[config.mk]
export PLATFORM = sky130hd
export DESIGN_NAME = joystick_filter_direction_classifier
export DESIGN_NICKNAME = d
export VERILOG_FILES = /design/src/sv/jfdc_pkg.sv /design/src/sv/jfdc_lane.sv /design/src/sv/jfdc_merge.sv /design/src/sv/joystick_filter_direction_classifier.sv
export SDC_FILE = /design/constraint.sdc
export NUM_CORES = 1
export LEC_CHECK = 0
export ABC_AREA = 1
export CAP_MARGIN = 20
export CORE_ASPECT_RATIO = 1.1
export CORE_UTILIZATION = 65
export DETAILED_ROUTE_END_ITERATION = 6
export DONT_BUFFER_PORTS = 1
export HOLD_SLACK_MARGIN = 0.05
export MAX_ROUTING_LAYER = met4
export PLACE_DENSITY = 0.82
export SLEW_MARGIN = 40
export SYNTH_ARGS = -nofsm -noshare
export SYNTH_HDL_FRONTEND = slang
export SYNTH_SLANG_ARGS = --single-unit
[constraint.sdc]
create_clock -name clk -period 10.1 [get_ports clk]
set_input_delay 2.02 -clock clk [delete_from_list [all_inputs] [get_ports clk]]
set_output_delay 2.02 -clock clk [all_outputs]
set_load 0.02 [all_outputs]
[src/sv/jfdc_pkg.sv]
`default_nettype none

package jfdc_pkg;

    // Pipeline depth from the accepting register to the result register.
    localparam int STAGES = 6;

    localparam int PCT_BITS = 8;
    localparam int DZ_BITS  = 7;
    localparam int DIR_BITS = 3;

    localparam logic [DZ_BITS-1:0] DZ_RESET = 7'd20;
    localparam logic [PCT_BITS-1:0] PCT_FULL = 8'd100;

    localparam logic [DIR_BITS-1:0] DIR_CENTRE  = 3'd0;
    localparam logic [DIR_BITS-1:0] DIR_FORWARD = 3'd1;
    localparam logic [DIR_BITS-1:0] DIR_BACK    = 3'd2;
    localparam logic [DIR_BITS-1:0] DIR_RIGHT   = 3'd3;
    localparam logic [DIR_BITS-1:0] DIR_LEFT    = 3'd4;

    // take[i] is high when a real request moves into stage i.
    typedef struct packed {
        logic              prime;
        logic [STAGES-1:0] take;
    } jfdc_ctl_t;

endpackage

`default_nettype wire

[src/sv/jfdc_lane.sv]
`default_nettype none

module jfdc_lane
    import jfdc_pkg::*;
#(
    parameter int TAPS        = 8,
    parameter int SAMPLE_BITS = 12
)
(
    input  wire logic                       clk,
    input  wire jfdc_ctl_t                  ctl,
    input  wire logic [SAMPLE_BITS-1:0]     sample,
    output logic      [SAMPLE_BITS-1:0]     filtered,
    output logic signed [PCT_BITS-1:0]      percent
);

    localparam int TAP_BITS  = (TAPS > 1) ? $clog2(TAPS) : 1;
    localparam int SUM_BITS  = SAMPLE_BITS + TAP_BITS;
    localparam int DIV_SHIFT = SUM_BITS + TAP_BITS;
    localparam longint unsigned DIV_MUL =
        ((64'd1 << DIV_SHIFT) + 64'(TAPS) - 64'd1) / 64'(TAPS);
    localparam int DIV_MUL_BITS = SUM_BITS + 1;
    localparam int PROD_BITS    = SUM_BITS + DIV_MUL_BITS;

    localparam int HALF        = ((1 << SAMPLE_BITS) - 1) / 2;
    localparam int SCALED_BITS = SAMPLE_BITS + 7;
    localparam int HALF_BITS   = $clog2(HALF);
    localparam int PCT_SHIFT   = SCALED_BITS + HALF_BITS;
    localparam longint unsigned PCT_MUL =
        ((64'd1 << PCT_SHIFT) + 64'(HALF) - 64'd1) / 64'(HALF);
    localparam int PCT_MUL_BITS = SCALED_BITS + 1;
    localparam int QPROD_BITS   = SCALED_BITS + PCT_MUL_BITS;

    localparam logic [SAMPLE_BITS-1:0] HALF_V = SAMPLE_BITS'(HALF);

    logic [SAMPLE_BITS-1:0] hist_reg  [TAPS];
    logic [SAMPLE_BITS-1:0] hist_next [TAPS];
    logic [SUM_BITS-1:0]    sum_reg;
    logic [SUM_BITS-1:0]    sum_next;

    logic [PROD_BITS-1:0]   prod_reg;

    logic [SAMPLE_BITS-1:0] filt2_reg;
    logic                   neg2_reg;
    logic [SCALED_BITS-1:0] scaled_reg;
    logic [SAMPLE_BITS-1:0] filt_w;
    logic                   neg_w;
    logic [SAMPLE_BITS-1:0] mag_w;

    logic [QPROD_BITS-1:0]  qprod_reg;
    logic [SAMPLE_BITS-1:0] filt3_reg;
    logic                   neg3_reg;

    logic [PCT_BITS-1:0]    quot_w;
    logic [PCT_BITS-1:0]    clamp_w;
    logic [SAMPLE_BITS-1:0] filt4_reg;
    logic [PCT_BITS-1:0]    pct_reg;

    // The oldest sample drops out of the running sum as the new one enters.
    // Priming loads every tap with the first sample.
    always_comb
    begin
        for (int i = 0; i < TAPS; i++)
        begin
            if (ctl.prime || i == 0)
            begin
                hist_next[i] = sample;
            end
            else
            begin
                hist_next[i] = hist_reg[i-1];
            end
        end
        if (ctl.prime)
        begin
            sum_next = SUM_BITS'(sample) * SUM_BITS'(TAPS);
        end
        else
        begin
            sum_next = sum_reg - SUM_BITS'(hist_reg[TAPS-1]) + SUM_BITS'(sample);
        end
    end

    always_ff @(posedge clk)
    begin
        if (ctl.take[0])
        begin
            for (int i = 0; i < TAPS; i++)
            begin
                hist_reg[i] <= hist_next[i];
            end
            sum_reg <= sum_next;
        end
    end

    // Division by the tap count as a multiplication by its rounded-up reciprocal.
    always_ff @(posedge clk)
    begin
        if (ctl.take[1])
        begin
            prod_reg <= PROD_BITS'(sum_reg) * PROD_BITS'(DIV_MUL);
        end
    end

    always_comb
    begin
        filt_w = prod_reg[DIV_SHIFT +: SAMPLE_BITS];
        neg_w  = (filt_w < HALF_V);
        if (neg_w)
        begin
            mag_w = HALF_V - filt_w;
        end
        else
        begin
            mag_w = filt_w - HALF_V;
        end
    end

    always_ff @(posedge clk)
    begin
        if (ctl.take[2])
        begin
            filt2_reg  <= filt_w;
            neg2_reg   <= neg_w;
            scaled_reg <= SCALED_BITS'(mag_w) * SCALED_BITS'(100);
        end
    end

    // Magnitude divided by the half scale, so the sign truncates toward zero.
    always_ff @(posedge clk)
    begin
        if (ctl.take[3])
        begin
            qprod_reg <= QPROD_BITS'(scaled_reg) * QPROD_BITS'(PCT_MUL);
            filt3_reg <= filt2_reg;
            neg3_reg  <= neg2_reg;
        end
    end

    always_comb
    begin
        quot_w = qprod_reg[PCT_SHIFT +: PCT_BITS];
        if (quot_w > PCT_FULL)
        begin
            clamp_w = PCT_FULL;
        end
        else
        begin
            clamp_w = quot_w;
        end
    end

    always_ff @(posedge clk)
    begin
        if (ctl.take[4])
        begin
            filt4_reg <= filt3_reg;
            pct_reg   <= neg3_reg ? (PCT_BITS'(0) - clamp_w) : clamp_w;
        end
    end

    assign filtered = filt4_reg;
    assign percent  = $signed(pct_reg);

endmodule

`default_nettype wire

[src/sv/jfdc_merge.sv]
`default_nettype none

module jfdc_merge
    import jfdc_pkg::*;
#(
    parameter int SAMPLE_BITS = 12
)
(
    input  wire logic                   clk,
    input  wire logic                   rst_n,
    input  wire jfdc_ctl_t              ctl,
    input  wire logic [DZ_BITS-1:0]     deadzone,
    input  wire logic [SAMPLE_BITS-1:0] x_filt,
    input  wire logic [SAMPLE_BITS-1:0] y_filt,
    input  wire logic signed [PCT_BITS-1:0] x_pct,
    input  wire logic signed [PCT_BITS-1:0] y_pct,
    output logic [SAMPLE_BITS-1:0]      x_filtered,
    output logic [SAMPLE_BITS-1:0]      y_filtered,
    output logic signed [PCT_BITS-1:0]  x_tilt,
    output logic signed [PCT_BITS-1:0]  y_tilt,
    output logic [DIR_BITS-1:0]         direction,
    output logic                        direction_changed
);

    logic [DZ_BITS-1:0]     ax;
    logic [DZ_BITS-1:0]     ay;
    logic [DIR_BITS-1:0]    dir_next;
    logic [DIR_BITS-1:0]    last_dir_reg;
    logic [SAMPLE_BITS-1:0] x_filt_reg;
    logic [SAMPLE_BITS-1:0] y_filt_reg;
    logic [PCT_BITS-1:0]    x_pct_reg;
    logic [PCT_BITS-1:0]    y_pct_reg;
    logic [DIR_BITS-1:0]    dir_reg;
    logic                   changed_reg;

    // Percentages never exceed 100 in magnitude, so seven bits hold them.
    always_comb
    begin
        ax = x_pct[PCT_BITS-1] ? DZ_BITS'(-x_pct) : DZ_BITS'(x_pct);
        ay = y_pct[PCT_BITS-1] ? DZ_BITS'(-y_pct) : DZ_BITS'(y_pct);
        // The vertical axis wins ties; a zero deadzone makes a zero pair forward.
        priority if (ax < deadzone && ay < deadzone)
        begin
            dir_next = DIR_CENTRE;
        end
        else if (ay >= ax && ay >= deadzone)
        begin
            dir_next = y_pct[PCT_BITS-1] ? DIR_BACK : DIR_FORWARD;
        end
        else if (ax > ay && ax >= deadzone)
        begin
            dir_next = x_pct[PCT_BITS-1] ? DIR_LEFT : DIR_RIGHT;
        end
        else
        begin
            dir_next = DIR_CENTRE;
        end
    end

    always_ff @(posedge clk or negedge rst_n)
    begin
        if (!rst_n)
        begin
            last_dir_reg <= DIR_CENTRE;
        end
        else if (ctl.take[STAGES-1])
        begin
            last_dir_reg <= dir_next;
        end
    end

    always_ff @(posedge clk)
    begin
        if (ctl.take[STAGES-1])
        begin
            x_filt_reg  <= x_filt;
            y_filt_reg  <= y_filt;
            x_pct_reg   <= x_pct;
            y_pct_reg   <= y_pct;
            dir_reg     <= dir_next;
            changed_reg <= (dir_next != last_dir_reg);
        end
    end

    assign x_filtered        = x_filt_reg;
    assign y_filtered        = y_filt_reg;
    assign x_tilt            = $signed(x_pct_reg);
    assign y_tilt            = $signed(y_pct_reg);
    assign direction         = dir_reg;
    assign direction_changed = changed_reg;

endmodule

`default_nettype wire

[src/sv/joystick_filter_direction_classifier.sv]
// A request accepted into the running-sum stage moves through the stages in order and
// has its result on the outputs once the classification stage has registered it.
// Throughput: one sample pair per cycle without back-pressure; the six-stage pipeline
// (running sum, reciprocal divide by the tap count, scaling, reciprocal divide by the
// half scale, sign and clamp, classification) holds one request per stage.
// Reset clears the pipeline valid bits, the priming flag, the previous direction
// and sets the deadzone to 20; the tap history is filled by the first request.
`default_nettype none

module joystick_filter_direction_classifier
    import jfdc_pkg::*;
#(
    parameter int TAPS        = 8,
    parameter int SAMPLE_BITS = 12
)
(
    input  wire logic                       clk,
    input  wire logic                       rst_n,
    input  wire logic                       in_valid,
    output logic                            in_ready,
    input  wire logic [SAMPLE_BITS-1:0]     x_sample,
    input  wire logic [SAMPLE_BITS-1:0]     y_sample,
    input  wire logic                       cfg_valid,
    output logic                            cfg_ready,
    input  wire logic [DZ_BITS-1:0]         deadzone_percent,
    output logic                            out_valid,
    input  wire logic                       out_ready,
    output logic [SAMPLE_BITS-1:0]          x_filtered,
    output logic [SAMPLE_BITS-1:0]          y_filtered,
    output logic signed [PCT_BITS-1:0]      x_tilt,
    output logic signed [PCT_BITS-1:0]      y_tilt,
    output logic [DIR_BITS-1:0]             direction,
    output logic                            direction_changed
);

    logic [STAGES-1:0]      valid_reg;
    logic [STAGES-1:0]      valid_next;
    logic [STAGES-1:0]      ld;
    logic                   primed_reg;
    logic [DZ_BITS-1:0]     deadzone_reg;
    jfdc_ctl_t              ctl;

    logic [SAMPLE_BITS-1:0] x_filt;
    logic [SAMPLE_BITS-1:0] y_filt;
    logic signed [PCT_BITS-1:0] x_pct;
    logic signed [PCT_BITS-1:0] y_pct;

    // A stage may load when it is empty or its contents move on this cycle.
    always_comb
    begin
        ld[STAGES-1] = !valid_reg[STAGES-1] || out_ready;
        for (int i = STAGES - 2; i >= 0; i--)
        begin
            ld[i] = !valid_reg[i] || ld[i+1];
        end
        ctl.prime   = !primed_reg;
        ctl.take[0] = in_valid && ld[0];
        valid_next[0] = ld[0] ? in_valid : valid_reg[0];
        for (int i = 1; i < STAGES; i++)
        begin
            ctl.take[i]   = ld[i] && valid_reg[i-1];
            valid_next[i] = ld[i] ? valid_reg[i-1] : valid_reg[i];
        end
    end

    always_ff @(posedge clk or negedge rst_n)
    begin
        if (!rst_n)
        begin
            valid_reg    <= '0;
            primed_reg   <= 1'b0;
            deadzone_reg <= DZ_RESET;
        end
        else
        begin
            valid_reg <= valid_next;
            if (ctl.take[0])
            begin
                primed_reg <= 1'b1;
            end
            if (cfg_valid)
            begin
                deadzone_reg <= deadzone_percent;
            end
        end
    end

    assign in_ready  = ld[0];
    assign cfg_ready = 1'b1;
    assign out_valid = valid_reg[STAGES-1];

    jfdc_lane #(
        .TAPS        (TAPS),
        .SAMPLE_BITS (SAMPLE_BITS)
    ) u_lane_x (
        .clk      (clk),
        .ctl      (ctl),
        .sample   (x_sample),
        .filtered (x_filt),
        .percent  (x_pct)
    );

    jfdc_lane #(
        .TAPS        (TAPS),
        .SAMPLE_BITS (SAMPLE_BITS)
    ) u_lane_y (
        .clk      (clk),
        .ctl      (ctl),
        .sample   (y_sample),
        .filtered (y_filt),
        .percent  (y_pct)
    );

    jfdc_merge #(
        .SAMPLE_BITS (SAMPLE_BITS)
    ) u_merge (
        .clk               (clk),
        .rst_n             (rst_n),
        .ctl               (ctl),
        .deadzone          (deadzone_reg),
        .x_filt            (x_filt),
        .y_filt            (y_filt),
        .x_pct             (x_pct),
        .y_pct             (y_pct),
        .x_filtered        (x_filtered),
        .y_filtered        (y_filtered),
        .x_tilt            (x_tilt),
        .y_tilt            (y_tilt),
        .direction         (direction),
        .direction_changed (direction_changed)
    );

endmodule

`default_nettype wire
==> out/qor.txt, run 1 <==
Final min period = 5810 ps
Dpl hpwl = 31300 um
Total GRT Usage = 0.251
Routed wire per std cell = 15.8 um
Layout cells sized above 1 = 0.0410
Syn Inst Count = 2258
Status = finished, final reports clean
Slew Limit Fails = 0
Initial Utilization = 0.662
Root Buffer = clkbuf_16
Core ar. = 36200 um2
Die width = 185 um
Peak Freq = 0.172 GHz
CTS max path bufs = 3
Post-synth ARST share = 0.0379
Final hold vios = 0
Clk sinks = 449
Worst-margin pin slew = 817 ps
Synth Net Count = 2578
Grt ovf = 0
Total wire length = 44400 um
CP Class = primary input to primary output
Ys flop type = edfxtp_1
Vias/cell = 5.50
Die area = 37600 um2
Post-synth top area share = 0.542
Max-Cap Viols = 0
Final layout net count = 2603
Skew final = 25.2 ps
Number of flops mapped to enable cells by yosys = 432
Post-synthesis register bit count = 449
Row cnt = 73
ANT cells = 0
Syn avg cell area = 10.6 um2
Period utilisation layout = 0.576
Synthesized area = 23900 um2
Hold slack = 401 ps
Pre-CTS setup slack = 4410 ps
HP Class = flop to flop
Initial drt markers = 1001
Post-synthesis sequential area ratio = 0.560
Post-CTS Hold Fix Bufs = 0
Clk slew on worst S/H paths = 60 ps
Initial antenna violation count = 0
DRT antenna net count = 0
Worst-Skew Late Latency = 560 ps
H-Tree Depth = 2
Cell depth of the worst flop-to-flop path = 21
Die Ht = 203 um
Worst path slowest cell = nor2_1
Dominant cell type by area after synthesis = edfxtp_1
Worst Hold Depth = 0
Clock buffer count from CTS = 44
CTS tree = built
WP data required = 8080 ps
Drc violations = 0
Crit path DAT = 3790 ps
Largest net degree at the start of global routing = 128
# setup viols final = 0
Setup TNS = 0 ps
First-pass GRT wire length = 73000 um
DRT Pass-1 Iters = 6
Worst path max stage delay = 360 ps
Area Overhead vs Synth = 8.88%
Library cells used by synthesis = 45
Post-cts sizing count = 0
Startpoint types = primary input
Postcts setup bufs = 0
Worst setup margin = 4290 ps
RSZ-0062 raised after global routing = no
Final RePlAce weighted congestion = 0.946
Crit. End Element = primary output
Number of global-route vias before repair = 15500
Vias = 15400
Relative slew slack = 0.455
Worst-path fanout max = 3
Area contributors post-synth = edfxtp_1 54%, ha_1 13%, nand2_1 10%
Port Buffer Count = 0
Top-level I/O count = 83
Critical path cell sequence = nor2_1, inv_1, nor2_1, inv_1, nor2_1, inv_1, nor2_1, inv_2, nor2_1, nand2_1
Yosys warning total = 0
Crit-path most repeated cell = nor2_1
-- placed cells by master (no fill, tap or decap), types with 21 or more instances in the layout --
cell,netlist,layout
fa_1,38,38
xor2_1,51,51
nand2_1,649,649
inv_1,330,328
nand3_1,71,71
edfxtp_1,432,432
a21oi_1,72,72
nor2_1,114,111
clkbuf_16,0,45
xnor2_1,21,21
ha_1,246,246
o21ai_0,59,59
-- final timing paths --
check / from / slack, ps / to
max: out_ready / 4290 / in_ready
min: u_lane_x.filt2_reg[11] / 400 / u_lane_x.filt3_reg[11]
max reg2reg: u_lane_y.prod_reg[18] / 5480 / u_lane_y.scaled_reg[18]
min reg2reg: u_lane_x.filt2_reg[11] / 400 / u_lane_x.filt3_reg[11]
max in group asynchronous: rst_n / 8760 / deadzone_reg[2]
min in group asynchronous: rst_n / 1150 / primed_reg
-- metrics by stage --
stage	util	cell area, um2	instances
floorplan	-	23900	2258
global placement	0.677	24500	2722
detailed placement	0.679	24600	2724
CTS	0.720	26100	2805
global route	0.721	26100	2805
finish	0.721	26100	2805
-- cell usage after synthesis, types with 2 or more instances --
cell	number
o21bai_1	10
or2_1	2
ha_1	246
buf_1	6
o211ai_1	3
nor3_1	20
or2_2	3
nand2_1	649
o21ai_0	59
fa_1	38
a21boi_0	7
dfrtp_1	15
xnor2_1	21
clkbuf_1	21
a21oi_1	72
edfxtp_1	432
o2111ai_1	2
a31oi_1	8
nor2_1	114
o31ai_1	7
o21ai_1	17
nand3b_1	3
xor2_1	51
nand3_1	71
dfstp_2	2
a211oi_1	2
nand2_2	2
inv_1	330
nand4_1	17
inv_2	3
o21a_1	4
a21o_1	8
-- worst max-delay path, delay by kind of cell --
| family | cells | cell delay [ps] |
|---|---|---|
| AND/OR/NAND/NOR | 6 | 1410 |
| buffers and inverters | 4 | 350 |
-- final cells by class --
type | instances | area, um2
flip-flops and latches | 449 | 13400
well taps | 487 | 609
fillers | 2448 | 10100
clock inverters | 27 | 327
clock buffers | 54 | 1170
inverters | 334 | 1270
multi-input cells | 1446 | 9190
repair buffers | 8 | 95.1
-- layer usage --
layer  vias to the layer above  track usage  part of all wire
met5                         -            -                 0
met4                         0       0.0847             0.030
met3                       105       0.0445             0.056
met2                       436        0.422              0.49
met1                      7298        0.305              0.42
li1                       7589            -                 -
-- logic make-up after synthesis --
logic type,Yosys count,share of synthesized area
buffers and inverters,363,0.0571
DFF,449,0.560
adders and majority gates,284,0.160
and+or+nand+nor,887,0.148
AOI/OAI and AO/OA,201,0.0473
xor gates and xnor gates,72,0.0263
muxes,1,0.000470
other,1,0.000157
Power of run 1 is left out: the tool's default activity adds up to more than one toggle a clock period on the data nets, which glitch-free logic cannot reach.
==> run 2: changes to the inputs <==
--- a/config.mk
+++ b/config.mk
@@ -8,12 +8,12 @@
 export ABC_AREA = 1
 export CAP_MARGIN = 20
 export CORE_ASPECT_RATIO = 1.1
-export CORE_UTILIZATION = 65
+export CORE_UTILIZATION = 64
 export DETAILED_ROUTE_END_ITERATION = 6
 export DONT_BUFFER_PORTS = 1
 export HOLD_SLACK_MARGIN = 0.05
 export MAX_ROUTING_LAYER = met4
-export PLACE_DENSITY = 0.82
+export PLACE_DENSITY = 0.81
 export SLEW_MARGIN = 40
 export SYNTH_ARGS = -nofsm -noshare
 export SYNTH_HDL_FRONTEND = slang
==> constraint.sdc (replaced) <==
create_clock -name clk -period 5.9 [get_ports clk]
set_input_delay 1.18 -clock clk [delete_from_list [all_inputs] [get_ports clk]]
set_output_delay 1.18 -clock clk [all_outputs]
set_load 0.02 [all_outputs]
==> out/qor.txt, run 2 (synthesized netlist as in run 1, its figures left out) <==
Final hold vios = 0 (unchanged)
Grt ovf = 0 (unchanged)
Family with the most delay on the worst path = adder cells
First-pass GRT wire length = 73300 um (+0.33%)
# setup viols final = 0 (unchanged)
RSZ-0062 raised after global routing = no
DRT antenna net count = 0 (unchanged)
Initial antenna violation count = 0 (unchanged)
Peak Freq = 0.219 GHz
Crit-path most repeated cell = ha_1
Cell total after placement = 2727 (+0.11%)
Initial drt markers = 1070 (+6.9%)
WP data required = 6190 ps (-1890 ps)
Filler instances = 2522 (+3.0%)
Clk slew on worst S/H paths = 60 ps (about the same)
Relative slew slack = 0.517 (+0.0616)
Most frequent cells in the layout = 647 x nand2_1, 432 x edfxtp_1, 328 x inv_1, 246 x ha_1, 111 x nor2_1
Number of global-route vias before repair = 15600 (+0.79%)
Cell depth of the worst flop-to-flop path = 21 (unchanged)
Root Buffer = clkbuf_16
Post-CTS Hold Fix Bufs = 0 (unchanged)
Critical path cell sequence = ha_1, nand2_2, nor3_4, nand4_2, nand2_2, inv_2, or2_1, xor2_1, inv_2, ha_1, ha_1, inv_1, fa_1, inv_1, ha_1, a21oi_1, o21ai_0, a21oi_1, or2_1, o21ai_1, xor2_1
Port Buffer Count = 0 (unchanged)
HP Class = primary input to asynchronous set/reset pin
Hold slack = 318 ps (-82.5 ps)
DRT Pass-1 Iters = 6 (unchanged)
Layout cells sized above 1 = 0.0422 (+0.00122)
Clock buffer count from CTS = 44 (unchanged)
Initial Utilization = 0.655 (-0.00662)
Fin cells = 2809 (+0.14%)
Crit path DAT = 4850 ps (+1060 ps)
Status = finished, final reports clean
Global Route met1 Usage = 0.296 (-0.00862)
Total GRT Usage = 0.245 (-0.00522)
Row cnt = 73 (unchanged)
Die Ht = 205 um (+0.77%)
Die width = 186 um (+0.77%)
Top-level I/O count = 83 (unchanged)
Crit. End Element = flop
Core ar. = 36500 um2 (+1.0%)
Startpoint types = flop
Met3 GRT Util = 0.0408 (-0.00369)
Skew final = 18.7 ps (-6.54 ps)
Final min period = 4560 ps
Setup TNS = 0 ps (unchanged)
Worst Setup SP = u_lane_y.prod_reg[18]
CTS max path bufs = 3 (unchanged)
Dpl hpwl = 31500 um (+0.73%)
ANT cells = 0 (unchanged)
Vias = 15500 (+0.34%)
Worst-Skew Late Latency = 550 ps (about the same)
Drc violations = 0 (unchanged)
Die area = 38200 um2 (+1.5%)
Period utilisation layout = 0.773
Worst-margin pin slew = 720 ps (-96.8 ps)
Commonest non-fill, non-tap cell in the layout = nand2_1
Slew Limit Fails = 0 (unchanged)
Post-cts sizing count = 0 (unchanged)
Vias/cell = 5.51 (+0.20%)
H-Tree Depth = 2 (unchanged)
Worst path max stage delay = 530 ps (+170 ps)
CTS tree = built
RR Startpoint = u_lane_y.prod_reg[18]
Postcts setup bufs = 0 (unchanged)
Final layout net count = 2608 (+0.19%)
Worst path slowest cell = fa_1
CP Class = flop to flop
Worst-path fanout max = 7 (+4)
Total wire length = 44200 um (-0.50%)
Area Overhead vs Synth = 8.48%
Max-Cap Viols = 0 (unchanged)
Met2 GRT Util = 0.420 (-0.00249)
WP depth = 21 (+11)
Routed wire per std cell = 15.7 um (-0.64%)
Largest net degree at the start of global routing = 93 (-27%)
Global route hottest layer = met2
Final RePlAce weighted congestion = 0.954 (+0.85%)
Critical path buffers and inverters = 4 (unchanged)
Clk sinks = 449 (unchanged)
## run 2: worst paths after layout
kind	end	slack [ps]
max	u_lane_y.scaled_reg[18]	1340
min	deadzone_reg[5]	320
max reg2reg	u_lane_y.scaled_reg[18]	1340
min reg2reg	u_lane_y.filtered[11]	410
max in group asynchronous	deadzone_reg[2]	5410
min in group clk	u_lane_y.filtered[11]	410
## run 2: stage by stage
step	area [um2]	setup WS, ps	util
final	26000	1340	0.711
after global routing	26000	1060	0.711
after CTS	25900	1380	0.710
after global placement	24500	1610	0.671
after detailed placement	24600	1400	0.673
after floorplan	23900	8.07	-
## run 2: cell type report
| cell class | count | area, um2 | share of cell area |
|---|---|---|---|
| clock buffers | 58 | 1190 | 0.0460 |
| clock inverters | 22 | 143 | 0.00549 |
| inverters | 334 | 1260 | 0.0484 |
| multi-input cells | 1446 | 9200 | 0.354 |
| flip-flops and latches | 449 | 13400 | 0.516 |
| well taps | 487 | 609 | 0.0235 |
| repair buffers | 13 | 161 | 0.00622 |
## run 2: metal layers
layer | share of wire | routed length [um]
met1 | 0.42 | 18500
met2 | 0.49 | 21700
met3 | 0.061 | 2700
met4 | 0.029 | 1260
met5 | 0 | 0
## run 2: worst reg2reg max path: cells and delay by family, from the launching register on
| family | cells | cell delay, ps |
|---|---|---|
| and+or+nand+nor | 6 | 970 |
| xor gates and xnor gates | 2 | 430 |
| adders and majority gates | 5 | 1700 |
| buffers and inverters | 4 | 240 |
| AOI/OAI and AO/OA | 4 | 530 |
| DFF | 1 | 420 |
Power of run 2 is left out for the same reason.
